**config.mk**
```make
export PLATFORM = sky130hd
export DESIGN_NAME = modular_power_of_two_or_three_unit
export DESIGN_NICKNAME = d
export VERILOG_FILES = /design/src/rtl/core/mpow_pkg.sv /design/src/rtl/core/modular_power_of_two_or_three_unit.sv
export SDC_FILE = /design/constraint.sdc
export NUM_CORES = 1
export LEC_CHECK = 0
export BUFFER_PORTS_ARGS = -buffer_cell sky130_fd_sc_hd__buf_2
export CAP_MARGIN = 5
export CORE_MARGIN = 5
export CORE_UTILIZATION = 50
export CTS_CLUSTER_DIAMETER = 50
export DETAILED_ROUTE_END_ITERATION = 12
export PLACE_DENSITY = 0.78
export SLEW_MARGIN = 20
export SYNTH_ARGS = -nofsm -noshare
export SYNTH_HDL_FRONTEND = slang
export SYNTH_SLANG_ARGS = --single-unit
```
**constraint.sdc**
```tcl
create_clock -name clk -period 24.8 [get_ports clk]
set_clock_uncertainty 0.15 [all_clocks]
set_input_delay 4.96 -clock clk [delete_from_list [all_inputs] [get_ports clk]]
set_output_delay 4.96 -clock clk [all_outputs]
set_load 0.02 [all_outputs]
```
**src/rtl/core/mpow_pkg.sv**
```systemverilog
// ----------------------------------------------------------------------------
// mpow_pkg
// Shared types and constants for the modular power of two or three unit.
// ----------------------------------------------------------------------------
package mpow_pkg;

  // Width of the exponent, modulus and result fields on the ports
  localparam int DATA_W = 64;

  // Default width of the arithmetic datapath
  localparam int DEF_WIDTH = 64;

  // Opcodes
  localparam logic OP_BASE_TWO   = 1'b0;
  localparam logic OP_BASE_THREE = 1'b1;

  // Sequencer states, one-hot
  typedef enum logic [4:0] {
    ST_IDLE = 5'b00001,
    ST_STEP = 5'b00010,
    ST_MUL  = 5'b00100,
    ST_SQR  = 5'b01000,
    ST_FIN  = 5'b10000
  } mpow_state_t;

endpackage

```
**src/rtl/core/modular_power_of_two_or_three_unit.sv**
```systemverilog
// ----------------------------------------------------------------------------
// modular_power_of_two_or_three_unit
// Computes 2^exponent or 3^exponent mod modulus by square and multiply.
// ----------------------------------------------------------------------------
// One request at a time: base^exponent mod modulus, with base 2 (opcode 0) or
// base 3 (opcode 1), over the low WIDTH bits of exponent and modulus. The
// result is fully reduced; a modulus of 1 gives 0, a zero modulus returns 0
// with out_bad_modulus set. All products are formed by one shared
// double-and-add modular unit, one multiplier bit per cycle. The exponent
// is scanned LSB first; each bit takes a sequencing step plus, if set, one
// multiply, and every bit below the highest set bit also takes one square.
// Scanning stops after the highest set bit. A zero exponent ends after the
// sequencing step alone, and a zero modulus goes straight to the finish
// state. The unit waits in the finish state while an earlier result still
// stalls at the output. in_ready is high only while idle; a finished result
// waits in the output register while the next request is taken.
module modular_power_of_two_or_three_unit #(
  parameter int WIDTH = mpow_pkg::DEF_WIDTH
) (
  input  logic                        clk,
  input  logic                        rst_n,
  input  logic                        in_valid,
  output logic                        in_ready,
  input  logic                        in_opcode,
  input  logic [mpow_pkg::DATA_W-1:0] in_exponent,
  input  logic [mpow_pkg::DATA_W-1:0] in_modulus,
  output logic                        out_valid,
  input  logic                        out_ready,
  output logic [mpow_pkg::DATA_W-1:0] out_result,
  output logic                        out_bad_modulus
);
  import mpow_pkg::*;

  localparam int CNT_W = (WIDTH > 1) ? $clog2(WIDTH) : 1;
  localparam logic [CNT_W-1:0] CNT_LAST = CNT_W'(WIDTH - 1);

  mpow_state_t       state_r, state_nxt;
  logic [WIDTH-1:0]  m_r, m_nxt;
  logic [WIDTH-1:0]  e_r, e_nxt;
  logic [WIDTH-1:0]  acc_r, acc_nxt;
  logic [WIDTH-1:0]  sq_r, sq_nxt;
  logic [WIDTH-1:0]  prod_r, prod_nxt;
  logic [WIDTH-1:0]  mb_r, mb_nxt;
  logic [CNT_W-1:0]  cnt_r, cnt_nxt;
  logic              bad_r, bad_nxt;
  logic              out_valid_r, out_valid_nxt;
  logic [WIDTH-1:0]  out_result_r, out_result_nxt;
  logic              out_bad_r, out_bad_nxt;

  // input decode
  logic [WIDTH-1:0]  in_m;
  logic [WIDTH-1:0]  in_e;
  logic              m_is_zero, m_is_one, m_is_two, m_is_three;
  logic [WIDTH-1:0]  base_red;

  // shared modular double-and-add unit
  logic [WIDTH:0]    dbl_sum;
  logic [WIDTH-1:0]  dbl_red;
  logic [WIDTH:0]    add_sum;
  logic [WIDTH-1:0]  add_red;
  logic [WIDTH-1:0]  unit_out;
  logic              mul_last;

  assign in_m       = in_modulus[WIDTH-1:0];
  assign in_e       = in_exponent[WIDTH-1:0];
  assign m_is_zero  = (in_m == '0);
  assign m_is_one   = (in_m == WIDTH'(1));
  assign m_is_two   = (in_m == WIDTH'(2));
  assign m_is_three = (in_m == WIDTH'(3));

  // base mod m for the small moduli that do not exceed the base
  always_comb begin
    base_red = '0;
    if (in_opcode == OP_BASE_THREE) begin
      if (m_is_two) begin
        base_red = WIDTH'(1);
      end else if (!m_is_one && !m_is_three) begin
        base_red = WIDTH'(3);
      end
    end else begin
      if (!m_is_one && !m_is_two) begin
        base_red = WIDTH'(2);
      end
    end
  end

  // prod <- 2*prod mod m, then + sq mod m if the multiplier bit is set
  assign dbl_sum  = {prod_r, 1'b0};
  assign dbl_red  = (dbl_sum >= {1'b0, m_r}) ? WIDTH'(dbl_sum - {1'b0, m_r})
                                             : dbl_sum[WIDTH-1:0];
  assign add_sum  = {1'b0, dbl_red} + {1'b0, sq_r};
  assign add_red  = (add_sum >= {1'b0, m_r}) ? WIDTH'(add_sum - {1'b0, m_r})
                                             : add_sum[WIDTH-1:0];
  assign unit_out = mb_r[WIDTH-1] ? add_red : dbl_red;
  assign mul_last = (cnt_r == CNT_LAST);

  always_comb begin
    state_nxt      = state_r;
    m_nxt          = m_r;
    e_nxt          = e_r;
    acc_nxt        = acc_r;
    sq_nxt         = sq_r;
    prod_nxt       = prod_r;
    mb_nxt         = mb_r;
    cnt_nxt        = cnt_r;
    bad_nxt        = bad_r;
    out_valid_nxt  = out_valid_r;
    out_result_nxt = out_result_r;
    out_bad_nxt    = out_bad_r;

    if (out_valid_r && out_ready) begin
      out_valid_nxt = 1'b0;
    end

    unique case (state_r)
      ST_IDLE: begin
        if (in_valid) begin
          m_nxt   = in_m;
          e_nxt   = in_e;
          sq_nxt  = base_red;
          acc_nxt = (m_is_zero || m_is_one) ? '0 : WIDTH'(1);
          bad_nxt = m_is_zero;
          if (m_is_zero) begin
            state_nxt = ST_FIN;
          end else begin
            state_nxt = ST_STEP;
          end
        end
      end
      ST_STEP: begin
        prod_nxt = '0;
        cnt_nxt  = '0;
        if (e_r == '0) begin
          state_nxt = ST_FIN;
        end else if (e_r[0]) begin
          mb_nxt    = acc_r;
          state_nxt = ST_MUL;
        end else begin
          mb_nxt    = sq_r;
          state_nxt = ST_SQR;
        end
      end
      ST_MUL: begin
        prod_nxt = unit_out;
        mb_nxt   = {mb_r[WIDTH-2:0], 1'b0};
        cnt_nxt  = cnt_r + CNT_W'(1);
        if (mul_last) begin
          acc_nxt  = unit_out;
          prod_nxt = '0;
          cnt_nxt  = '0;
          mb_nxt   = sq_r;
          // no square needed after the top exponent bit
          if (e_r[WIDTH-1:1] == '0) begin
            e_nxt     = '0;
            state_nxt = ST_FIN;
          end else begin
            state_nxt = ST_SQR;
          end
        end
      end
      ST_SQR: begin
        prod_nxt = unit_out;
        mb_nxt   = {mb_r[WIDTH-2:0], 1'b0};
        cnt_nxt  = cnt_r + CNT_W'(1);
        if (mul_last) begin
          sq_nxt    = unit_out;
          e_nxt     = {1'b0, e_r[WIDTH-1:1]};
          state_nxt = ST_STEP;
        end
      end
      ST_FIN: begin
        if (!out_valid_r || out_ready) begin
          out_valid_nxt  = 1'b1;
          out_result_nxt = acc_r;
          out_bad_nxt    = bad_r;
          state_nxt      = ST_IDLE;
        end
      end
      default: begin
        state_nxt = ST_IDLE;
      end
    endcase
  end

  always_ff @(posedge clk) begin
    if (!rst_n) begin
      state_r     <= ST_IDLE;
      out_valid_r <= 1'b0;
    end else begin
      state_r     <= state_nxt;
      out_valid_r <= out_valid_nxt;
    end
  end

  always_ff @(posedge clk) begin
    m_r          <= m_nxt;
    e_r          <= e_nxt;
    acc_r        <= acc_nxt;
    sq_r         <= sq_nxt;
    prod_r       <= prod_nxt;
    mb_r         <= mb_nxt;
    cnt_r        <= cnt_nxt;
    bad_r        <= bad_nxt;
    out_result_r <= out_result_nxt;
    out_bad_r    <= out_bad_nxt;
  end

  assign in_ready        = (state_r == ST_IDLE);
  assign out_valid       = out_valid_r;
  assign out_result      = DATA_W'(out_result_r);
  assign out_bad_modulus = out_bad_r;

endmodule
```
* Word-level counts from Yosys, hierarchy flattened
Index checks and enable logic that the tools add are counted.
** Word-level totals
- Output and inout port bits :: 67
- Bits in registers :: 462
- Word-level logic and storage cells :: 94
- Input bits :: 133
** Cells by class
- Eq/ne operators :: 15
- Magnitude comparators :: 2
- Multiplexer cells :: 38
- $add $sub $neg :: 4
- Reductions and logical operators :: 23
** Operator list (number)
- $mux 64 :: 15
- $pmux 64 s3 :: 3
- $pmux 64 s2 :: 2
- $ge 65x64->1 :: 2
- $eq 64x2->1 const B :: 2
- $logic_not 64->1 :: 2
- $sub 64x64->64 :: 2
- $add 64x64->65 :: 1
- $eq 64x1->1 const B :: 1
- $logic_not 63->1 :: 1
- $mux 5 :: 7
- $pmux 5 s5 :: 1
- $pmux 6 s3 :: 1
- $ne 2x2->1 const B :: 6
- $add 6x1->6 const B :: 1
- $eq 6x6->1 const B :: 1
- $mux 2 :: 3
- $mux 6 :: 1
- $reduce_and 2->1 :: 3
- $reduce_and 3->1 :: 2
- $reduce_bool 3->1 :: 2
- $eq 5x1->1 const B :: 1
- $eq 5x2->1 const B :: 1
- $eq 5x3->1 const B :: 1
- 10 further kinds :: 20

* Depth between registers and ports, before layout
Gate-level depths: netlist (run 1).
- Word-level depth :: 8
- Depth in mapped cells :: 39
- Gate-level depth less buffers :: 33

* Least setup slack after synthesis (run 1)
No wires, ideal clock.
- Path type :: input to register
- Start :: input in_valid
- End :: register sq_r[0], enable pin
- Stages on the path :: 2
- Path slack :: 14.257 ns
- Arrival time :: 9.809 ns
- Required time :: 24.066 ns
- Library setup time :: 0.584 ns
- Buffers on the path :: 0
- Cells stage by stage :: nor2_1 a211oi_1
** Between the ends
- Longest elaborated chain between the ends :: 2
** RTL lines
- start, declared :: line modular_power_of_two_or_three_unit.sv:22 : input logic in_valid,
- $ne 2x2->1 (no line)
- $reduce_and 3->1 (no line)
- end signal, assigned :: line modular_power_of_two_or_three_unit.sv:199 : sq_r <= sq_nxt;
- end, declared :: line modular_power_of_two_or_three_unit.sv:41 : logic [WIDTH-1:0] sq_r, sq_nxt;
Every way passes these cells.
A chain may end at the register's enable or synchronous reset.

* Final worst setup path (run 1)
- Start :: register prod_r[33]
- End :: register acc_r[37], data pin
** Between the ends
- Longest elaborated chain between the ends :: 8
- Elaborated cells between the ends (all ways) :: 10
- Classes of those cells :: 3 x add/sub; 2 x order compare; 5 x mux
** RTL lines
- start, declared :: line modular_power_of_two_or_three_unit.sv:42 : logic [WIDTH-1:0] prod_r, prod_nxt;
- start signal, assigned :: line modular_power_of_two_or_three_unit.sv:200 : prod_r <= prod_nxt;
- $sub 64x64->64 / $ge 65x64->1 (equally long branches) :: line modular_power_of_two_or_three_unit.sv:89 : assign dbl_red = (dbl_sum >= {1'b0, m_r}) ? WIDTH'(dbl_sum - {1'b0, m_r})
- $mux 64 (*) :: line modular_power_of_two_or_three_unit.sv:89
- $add 64x64->65 :: line modular_power_of_two_or_three_unit.sv:91 : assign add_sum = {1'b0, dbl_red} + {1'b0, sq_r};
- $sub 64x64->64 / $ge 65x64->1 (equally long branches) :: line modular_power_of_two_or_three_unit.sv:92 : assign add_red = (add_sum >= {1'b0, m_r}) ? WIDTH'(add_sum - {1'b0, m_r})
- $mux 64 :: line modular_power_of_two_or_three_unit.sv:92
- $mux 64 (*) :: line modular_power_of_two_or_three_unit.sv:94 : assign unit_out = mb_r[WIDTH-1] ? add_red : dbl_red;
- $mux 64 (*) :: line modular_power_of_two_or_three_unit.sv:147 : if (mul_last) begin
- $pmux 64 s2 (*) :: line modular_power_of_two_or_three_unit.sv:115 : unique case (state_r)
- end signal, assigned :: line modular_power_of_two_or_three_unit.sv:198 : acc_r <= acc_nxt;
- end, declared :: line modular_power_of_two_or_three_unit.sv:40 : logic [WIDTH-1:0] acc_r, acc_nxt;
Every way passes the cells marked *; elsewhere a longest branch is shown, timed or not. The select of a mux whose other input is x is not followed.

==> impl_results.html, run 1 <==
<table>
<tr><th>Metric</th><th>Value</th></tr>
<tr><th colspan="2">Detailed routing</th></tr>
<tr><td>Routed vias/inst</td><td>about 6.6</td></tr>
<tr><td>Detail Route Antenna Nets</td><td>0</td></tr>
<tr><td>Length of the first detailed-routing pass in iterations</td><td>7</td></tr>
<tr><td>Detailed-route DRC error count</td><td>0</td></tr>
<tr><td>Violation count after the first detailed-routing iteration</td><td>roughly 3500</td></tr>
<tr><td>Via count</td><td>between 20000 and 30000</td></tr>
<tr><td>Total routed wirelength</td><td>117000 µm</td></tr>
<tr><td>Routed len/inst</td><td>between 20 and 30 µm</td></tr>
<tr><th colspan="2">Synth</th></tr>
<tr><td>Proportion of synthesized flip-flops having asynchronous set or reset</td><td>0%</td></tr>
<tr><td>Post-synth top area cell</td><td>sky130_fd_sc_hd__edfxtp_1</td></tr>
<tr><td>Gate Count Post-Synth</td><td>3389</td></tr>
<tr><td>Share of the synthesized area in the top cell type</td><td>42.6%</td></tr>
<tr><td>Combinational family with the most area after synthesis</td><td>compound AO/OA/AOI/OAI gates</td></tr>
<tr><td>Synthesized-area fraction occupied by and/or/nand/nor cells</td><td>between 10% and 20%</td></tr>
<tr><td>Synth warnings</td><td>0</td></tr>
<tr><td>Register bit total from synthesis</td><td>462</td></tr>
<tr><td>Portion of the post-synthesis area used by sequential elements</td><td>43.0%</td></tr>
<tr><td>Share of synthesized area spent on multiplexers</td><td>about 1.6%</td></tr>
<tr><td>Dominant register cell in the synthesized netlist</td><td>sky130_fd_sc_hd__edfxtp_1</td></tr>
<tr><td>Netlist area before placement</td><td>around 32000 µm²</td></tr>
<tr><td>Number of flops mapped to enable cells by yosys</td><td>~460</td></tr>
<tr><td>Post-Synthesis Mean Instance Area</td><td>~9.5 µm²</td></tr>
<tr><td>Fraction of the mapped netlist area in compound gates</td><td>approximately 22%</td></tr>
<tr><td>Cell types with the largest area share after synthesis</td><td>sky130_fd_sc_hd__edfxtp_1 (43%), sky130_fd_sc_hd__ha_1 (7.5%), sky130_fd_sc_hd__a21oi_1 (4.3%), sky130_fd_sc_hd__nor2_1 (3.7%), sky130_fd_sc_hd__nand2_1 (3.5%)</td></tr>
<tr><td>Xor and xnor fraction of the mapped netlist area</td><td>3.92%</td></tr>
<tr><td>Mapped Nets</td><td>roughly 3700</td></tr>
<tr><td>Area share of fa/ha/maj cells after synthesis</td><td>between 7 and 8%</td></tr>
<tr><td>Count of cell types in the netlist</td><td>100</td></tr>
<tr><th colspan="2">Die</th></tr>
<tr><td>Initial Util</td><td>50.2%</td></tr>
<tr><td>Die Footprint</td><td>just under 70000 µm²</td></tr>
<tr><td>Die H</td><td>roughly 260 µm</td></tr>
<tr><td>Core Region</td><td>around 64000 µm²</td></tr>
<tr><td>Count of boundary I/O pins</td><td>200</td></tr>
<tr><td>Core Rows</td><td>93</td></tr>
<tr><td>Overall die width</td><td>between 200 and 300 µm</td></tr>
<tr><th colspan="2">Min path</th></tr>
<tr><td>Type of the worst min-delay path</td><td>reg2reg</td></tr>
<tr><td>Worst hold path depth</td><td>0</td></tr>
<tr><td>Sink of the worst hold path</td><td>out_bad_modulus</td></tr>
<tr><td>Worst min-delay path startpoint</td><td>bad_r</td></tr>
<tr><th colspan="2">Global route</th></tr>
<tr><td>Congestion Overflow GR</td><td>0</td></tr>
<tr><td>Antenna violations before repair</td><td>6</td></tr>
<tr><td>GRT Total Usage</td><td>about a third</td></tr>
<tr><td>Global-route wire length before repair</td><td>roughly 170000 µm</td></tr>
<tr><td>Largest net degree at the start of global routing</td><td>75</td></tr>
<tr><td>Number of global-route vias before repair</td><td>around 28000</td></tr>
<tr><th colspan="2">Critical path</th></tr>
<tr><td>Cells on worst reg2reg path</td><td>29</td></tr>
<tr><td>Category of the worst setup path capture point</td><td>flop</td></tr>
<tr><td>Master of the slowest instance on the critical path</td><td>sky130_fd_sc_hd__nor4_1</td></tr>
<tr><td>Maximum fanout count along the critical path</td><td>46</td></tr>
<tr><td>Critical Path Max Stage Delay</td><td>approximately 0.82 ns</td></tr>
<tr><td>R2R Setup Slk</td><td>12.69 ns</td></tr>
<tr><td>Required time worst endpoint</td><td>around 25 ns</td></tr>
<tr><td>Startpoint-to-endpoint class of the critical path</td><td>reg2reg</td></tr>
<tr><td>Terminus of the critical flop-to-flop path</td><td>acc_r[37]</td></tr>
<tr><td>Arrival @ worst endpoint</td><td>approximately 12 ns</td></tr>
<tr><td>Crit Reg-Reg Startpoint</td><td>prod_r[33]</td></tr>
<tr><td>Type of origin of the critical path</td><td>flop</td></tr>
<tr><th colspan="2">Clock tree</th></tr>
<tr><td># hold bufs at CTS</td><td>0</td></tr>
<tr><td>Max Root-Sink Buffers</td><td>3</td></tr>
<tr><td>Inserted Clock Buffers</td><td>67</td></tr>
<tr><td>Clk sinks</td><td>about 460</td></tr>
<tr><td>Post_cts resized</td><td>0</td></tr>
<tr><td>Clock transition at path regs</td><td>approximately 0.06 ns</td></tr>
<tr><td>Clock insertion delay at the later pin of the skew report</td><td>between 0.6 and 0.7 ns</td></tr>
<tr><td>CTS tree</td><td>yes</td></tr>
<tr><td>H-Tree Level Count</td><td>3</td></tr>
<tr><td>Root Buffer</td><td>sky130_fd_sc_hd__clkbuf_16</td></tr>
<tr><td>Number of buffers added for setup after CTS</td><td>0</td></tr>
<tr><th colspan="2">Place</th></tr>
<tr><td>Weighted congestion reported at the end of routability-driven placement</td><td>1.01</td></tr>
<tr><td>Post-Place Worst Slack</td><td>approximately 13 ns</td></tr>
<tr><td>Total placed cells including tap cells</td><td>approximately 4300</td></tr>
<tr><td>DP HPWL</td><td>88300 µm</td></tr>
<tr><td>Number of port buffers</td><td>199</td></tr>
<tr><th colspan="2">Flow run</th></tr>
<tr><td>Max-Cap Viols</td><td>0</td></tr>
<tr><th colspan="2">Timing</th></tr>
<tr><td>Relative slew margins</td><td>between 10% and 20%</td></tr>
<tr><td>Smallest setup slack after layout</td><td>12.69 ns</td></tr>
<tr><td>Max frequency</td><td>approximately 83 MHz</td></tr>
<tr><td>RSZ-0062 raised after global routing</td><td>false</td></tr>
<tr><td>Hold violation total from the final report</td><td>0</td></tr>
<tr><td>Final Max Tran Viols</td><td>0</td></tr>
<tr><td>Worst hold-check slack</td><td>about 0.27 ns</td></tr>
<tr><td>Crit share post-route</td><td>48.8%</td></tr>
<tr><td>Setup violators final</td><td>0</td></tr>
<tr><td>Setup total negative slack</td><td>0 ns</td></tr>
<tr><td>Slew at the pin closest to its max-slew limit</td><td>about 1.2 ns</td></tr>
<tr><td>Final critical path time including I/O delays and setup</td><td>approximately 12 ns</td></tr>
<tr><th colspan="2">Layout</th></tr>
<tr><td>Number of nets in the finished design</td><td>roughly 3800</td></tr>
<tr><td>Most frequent cells in the layout</td><td>sky130_fd_sc_hd__edfxtp_1 (456), sky130_fd_sc_hd__nor2_1 (310), sky130_fd_sc_hd__nand2_1 (300)</td></tr>
<tr><td>Non-Filler Instances</td><td>roughly 4400</td></tr>
<tr><td>Most common cell after layout, fill and taps aside</td><td>sky130_fd_sc_hd__edfxtp_1</td></tr>
<tr><td>Area growth from synthesis to final layout</td><td>12.3%</td></tr>
<tr><td>Share of post-route cells with drive strength above 1</td><td>between 10% and 20%</td></tr>
<tr><th colspan="2">Run status</th></tr>
<tr><td>Outcome</td><td>completed</td></tr>
</table>
==> routing by layer <==
metal | track usage, % | vias up | part of all wire [%]
met5 | 0 | - | 0.044
met4 | 14.1 | 8 | 5.1
met3 | 8.14 | 300 | 11
met2 | 48.9 | 1751 | 43
met1 | 43.6 | 14000 | 41
li1 | - | 13200 | -
==> synthesized netlist by cell type, types with 33 or more instances <==
cell type                  count
sky130_fd_sc_hd__a21o_1       81
sky130_fd_sc_hd__nand3_1      55
sky130_fd_sc_hd__nand4_1      71
sky130_fd_sc_hd__nor3_1      108
sky130_fd_sc_hd__o21a_1       33
sky130_fd_sc_hd__o21bai_1     35
sky130_fd_sc_hd__o21ai_0     174
sky130_fd_sc_hd__a222oi_1     63
sky130_fd_sc_hd__a211oi_1     50
sky130_fd_sc_hd__buf_2        41
sky130_fd_sc_hd__xor2_1       62
sky130_fd_sc_hd__xnor2_1      82
sky130_fd_sc_hd__nor2_1      313
sky130_fd_sc_hd__nand2_1     302
sky130_fd_sc_hd__nor4_1       53
sky130_fd_sc_hd__edfxtp_1    456
sky130_fd_sc_hd__and2_1       53
sky130_fd_sc_hd__a21oi_1     277
sky130_fd_sc_hd__clkbuf_1    117
sky130_fd_sc_hd__ha_1        193
sky130_fd_sc_hd__a31oi_1      37
sky130_fd_sc_hd__a22o_1       65
sky130_fd_sc_hd__and3_1       37
sky130_fd_sc_hd__inv_1       202
==> through the flow <==
stage	cell area (µm²)	util, %
final	36100	56.3
after global routing	36100	56.3
after CTS	36100	56.3
after detailed placement	33900	52.9
after global placement	33900	52.8
after floorplan	32200	-
==> registers in the layout, summed over array words and instances (netlist names), 5 cells and up <==
signal / cells
acc_r: 64
e_r: 64
m_r: 64
mb_r: 64
out_result: 64
prod_r: 64
sq_r: 64
cnt_r: 6
state_r: 5
==> layout make-up <==
class / instances / area (µm²)
Sequential cell: 462 / 13800
Timing Repair Buffer: 231 / 1240
Fill cell: 5668 / 28000
Inverter: 202 / 758
Clock inverter: 43 / 445
Multi-Input combinational cell: 2553 / 17000
Antenna cell: 2 / 5.00
Tap cell: 855 / 1070
Clock buffer: 80 / 1770
==> logic make-up after synthesis <==
| logic type | count (synthesis) |
|---|---|
| and+or+nand+nor | 1132 |
| AOI/OAI and AO/OA | 1035 |
| DFF | 462 |
| buffers and inverters | 374 |
| adders and majority gates | 196 |
| xor gates and xnor gates | 144 |
| muxes | 46 |
==> worst max-delay path, delay by kind of cell, from the launching register on <==
| family | cells | cell delay, ns |
|---|---|---|
| fa+ha+maj | 3 | 1.13 |
| compound gates | 13 | 4.94 |
| flops | 1 | 0.40 |
| mux | 3 | 1.14 |
| buf+inv | 3 | 1.26 |
| simple gates | 7 | 2.72 |
==> how the worst max path moves through the flow <==
stage,start,to,slack [ns],cells past startpoint
after floorplan,in_valid,sq_r[0],14.26,2
final,prod_r[33],acc_r[37],12.69,29
after global placement,m_r[34],acc_r[44],13.20,30
after detailed placement,m_r[34],sq_r[44],13.17,30
after global routing,m_r[34],acc_r[37],12.24,30
after CTS,m_r[34],prod_r[44],13.13,30
Power of run 1 is not shown: default switching activity piles up to over one toggle a cycle in this logic, so the estimate is an artifact.
==> run 2: changes to the inputs <==
PLACE_DENSITY = 0.8   (was 0.78)
clock period = 10.16 ns   (was 24.8 ns; I/O delays follow)
==> run 2 against run 1 <==
First-iteration DRC count up 6.7%. Global-route usage down 0.62 points. Flip-flop and latch count unchanged. Sequential share of layout area down 1.4 points. Final area up 3.9%. Hold slack worse by 0.0061 ns.
==> impl_results.html, run 2 (synthesis results as in run 1) <==
<table>
<tr><th>Metric</th><th>Value</th></tr>
<tr><th colspan="2">Timing</th></tr>
<tr><td>Slew at the pin closest to its max-slew limit</td><td>~1.2 ns</td></tr>
<tr><td>Crit share post-route</td><td>between 90% and 100%</td></tr>
<tr><td>Hold violation total from the final report</td><td>0</td></tr>
<tr><td>Max frequency</td><td>101 MHz</td></tr>
<tr><td>Relative slew margins</td><td>16.6%</td></tr>
<tr><td>Final critical path time including I/O delays and setup</td><td>9.88 ns</td></tr>
<tr><td>Setup total negative slack</td><td>0 ns</td></tr>
<tr><td>Setup violators final</td><td>0</td></tr>
<tr><td>RSZ-0062 raised after global routing</td><td>false</td></tr>
<tr><td>Final Max Tran Viols</td><td>0</td></tr>
<tr><th colspan="2">Die</th></tr>
<tr><td>Count of boundary I/O pins</td><td>200</td></tr>
<tr><td>Initial Util</td><td>50.2%</td></tr>
<tr><td>Die Footprint</td><td>approximately 69000 µm²</td></tr>
<tr><td>Die H</td><td>~260 µm</td></tr>
<tr><td>Core Rows</td><td>93</td></tr>
<tr><td>Core Region</td><td>about 64000 µm²</td></tr>
<tr><td>Overall die width</td><td>about 260 µm</td></tr>
<tr><th colspan="2">Global route</th></tr>
<tr><td>GRT Total Usage</td><td>around a third</td></tr>
<tr><td>Number of global-route vias before repair</td><td>roughly 28000</td></tr>
<tr><td>Global-route wire length before repair</td><td>roughly 170000 µm</td></tr>
<tr><td>Congestion Overflow GR</td><td>0</td></tr>
<tr><td>Antenna violations before repair</td><td>9</td></tr>
<tr><td>Largest net degree at the start of global routing</td><td>75</td></tr>
<tr><th colspan="2">Place</th></tr>
<tr><td>Placement Cell Area</td><td>35200 µm²</td></tr>
<tr><td>Weighted congestion reported at the end of routability-driven placement</td><td>around 1.1</td></tr>
<tr><td>Number of port buffers</td><td>roughly 200</td></tr>
<tr><td>DP HPWL</td><td>between 80000 and 90000 µm</td></tr>
<tr><th colspan="2">Clock tree</th></tr>
<tr><td>Number of buffers added for setup after CTS</td><td>0</td></tr>
<tr><td>Clk sinks</td><td>around 460</td></tr>
<tr><td>CTS tree</td><td>yes</td></tr>
<tr><td>Root Buffer</td><td>sky130_fd_sc_hd__clkbuf_16</td></tr>
<tr><td>Clock insertion delay at the later pin of the skew report</td><td>0.61 ns</td></tr>
<tr><td>H-Tree Level Count</td><td>3</td></tr>
<tr><td>Clock transition at path regs</td><td>0.06 ns</td></tr>
<tr><td>Max Root-Sink Buffers</td><td>3</td></tr>
<tr><td>Inserted Clock Buffers</td><td>66</td></tr>
<tr><th colspan="2">Critical path</th></tr>
<tr><td>Master of the slowest instance on the critical path</td><td>sky130_fd_sc_hd__nor3_4</td></tr>
<tr><td>Required time worst endpoint</td><td>approximately 10 ns</td></tr>
<tr><td>Critical Path Max Stage Delay</td><td>about 0.63 ns</td></tr>
<tr><td>Terminus of the critical flop-to-flop path</td><td>sq_r[42]</td></tr>
<tr><td>Crit Reg-Reg Startpoint</td><td>m_r[16]</td></tr>
<tr><td>Cells on worst reg2reg path</td><td>35</td></tr>
<tr><td>Startpoint-to-endpoint class of the critical path</td><td>reg2reg</td></tr>
<tr><td>Type of origin of the critical path</td><td>flop</td></tr>
<tr><td>Category of the worst setup path capture point</td><td>flop</td></tr>
<tr><td>Maximum fanout count along the critical path</td><td>28</td></tr>
<tr><td>R2R Setup Slk</td><td>0.28 ns</td></tr>
<tr><td>Cell with the most instances on the worst path</td><td>sky130_fd_sc_hd__a21oi_1</td></tr>
<tr><td>Arrival @ worst endpoint</td><td>10.07 ns</td></tr>
<tr><th colspan="2">Layout</th></tr>
<tr><td>Share of post-route cells with drive strength above 1</td><td>approximately 16%</td></tr>
<tr><td>Most common cell after layout, fill and taps aside</td><td>sky130_fd_sc_hd__edfxtp_1</td></tr>
<tr><td>Finished Cell Area</td><td>~37000 µm²</td></tr>
<tr><td>Most frequent cells in the layout</td><td>sky130_fd_sc_hd__edfxtp_1 (456), sky130_fd_sc_hd__nor2_1 (310), sky130_fd_sc_hd__nand2_1 (300)</td></tr>
<tr><td>Area growth from synthesis to final layout</td><td>16.6%</td></tr>
<tr><td>Number of nets in the finished design</td><td>around 4000</td></tr>
<tr><td>Final-layout fill cell count</td><td>around 5500</td></tr>
<tr><th colspan="2">Detailed routing</th></tr>
<tr><td>Routed vias/inst</td><td>between 6 and 7</td></tr>
<tr><td>Detailed-route DRC error count</td><td>0</td></tr>
<tr><td>Total routed wirelength</td><td>about 110000 µm</td></tr>
<tr><td>Length of the first detailed-routing pass in iterations</td><td>9</td></tr>
<tr><td>Routed len/inst</td><td>about 25 µm</td></tr>
<tr><td>Violation count after the first detailed-routing iteration</td><td>roughly 3800</td></tr>
<tr><td>Via count</td><td>29700</td></tr>
<tr><td>Detail Route Antenna Nets</td><td>0</td></tr>
<tr><th colspan="2">Min path</th></tr>
<tr><td>Worst hold path depth</td><td>0</td></tr>
<tr><td>Sink of the worst hold path</td><td>out_bad_modulus</td></tr>
<tr><td>Type of the worst min-delay path</td><td>reg2reg</td></tr>
<tr><td>Worst min-delay path startpoint</td><td>bad_r</td></tr>
<tr><th colspan="2">Run status</th></tr>
<tr><td>Outcome</td><td>completed</td></tr>
<tr><th colspan="2">Flow run</th></tr>
<tr><td>Max-Cap Viols</td><td>0</td></tr>
</table>
==> run 2: how the worst max path moves through the flow <==
stage / from / endpoint / slack (ns) / depth (start not counted)
after floorplan: prod_r[12] / acc_r[24] / 2.31 / 33
final: m_r[16] / sq_r[42] / 0.28 / 35
after detailed placement: prod_r[23] / prod_r[34] / -0.004 / 35
after CTS: prod_r[24] / prod_r[34] / 0.04 / 35
after global routing: m_r[32] / prod_r[16] / 0.008 / 36
after global placement: prod_r[49] / prod_r[34] / -0.001 / 34
==> run 2: repair_timing <==
item / in CTS / in global routing
setup endpoints to repair: 18 / 192
resized for setup: 1 / 15
hold buffers: 0 / 0
==> run 2: final cells by class <==
| type | instances | area, µm² | share of cell area (%) |
|---|---|---|---|
| diodes | 2 | 5.00 | 0.0133 |
| inverters | 202 | 758 | 2.02 |
| repair buffers | 397 | 2550 | 6.80 |
| flip-flops and latches | 462 | 13800 | 36.8 |
| clock buffers | 72 | 1700 | 4.52 |
| multi-input cells | 2553 | 17000 | 45.5 |
| well taps | 855 | 1070 | 2.85 |
| clock inverters | 49 | 562 | 1.50 |
==> run 2: layer usage <==
metal  share of wire, %  track usage (%)  vias to the layer above
li1                   -                -                    13500
met1                 40             43.0                    14100
met2                 43             48.4                     1809
met3                 11             7.00                      308
met4                5.1             14.0                       10
met5              0.084                0                        -
==> run 2: worst max-delay path, delay by kind of cell (launching register included) <==
kind | cells | cell delay [ns]
AO/OA/AOI/OAI | 15 | 3.57
adder cells (fa/ha/maj) | 3 | 1.18
buffers and inverters | 6 | 1.04
flip-flops | 1 | 0.34
multiplexers | 1 | 0.38
AND/OR/NAND/NOR | 10 | 2.90
==> run 2: through the flow <==
stage / instances / setup WS, ns / utilization (%) / hold slack [ns]
finish: 4592 / 0.278 / 58.5 / 0.267
CTS: 4590 / 0.0385 / 58.4 / 0.269
floorplan: 3389 / 2.31 / - / 0.250
global placement: 4469 / -0.00106 / 54.8 / 0.258
global route: 4591 / 0.00847 / 58.5 / 0.272
detailed placement: 4469 / -0.00442 / 54.9 / 0.278
Power of run 2 is left out for the same reason.
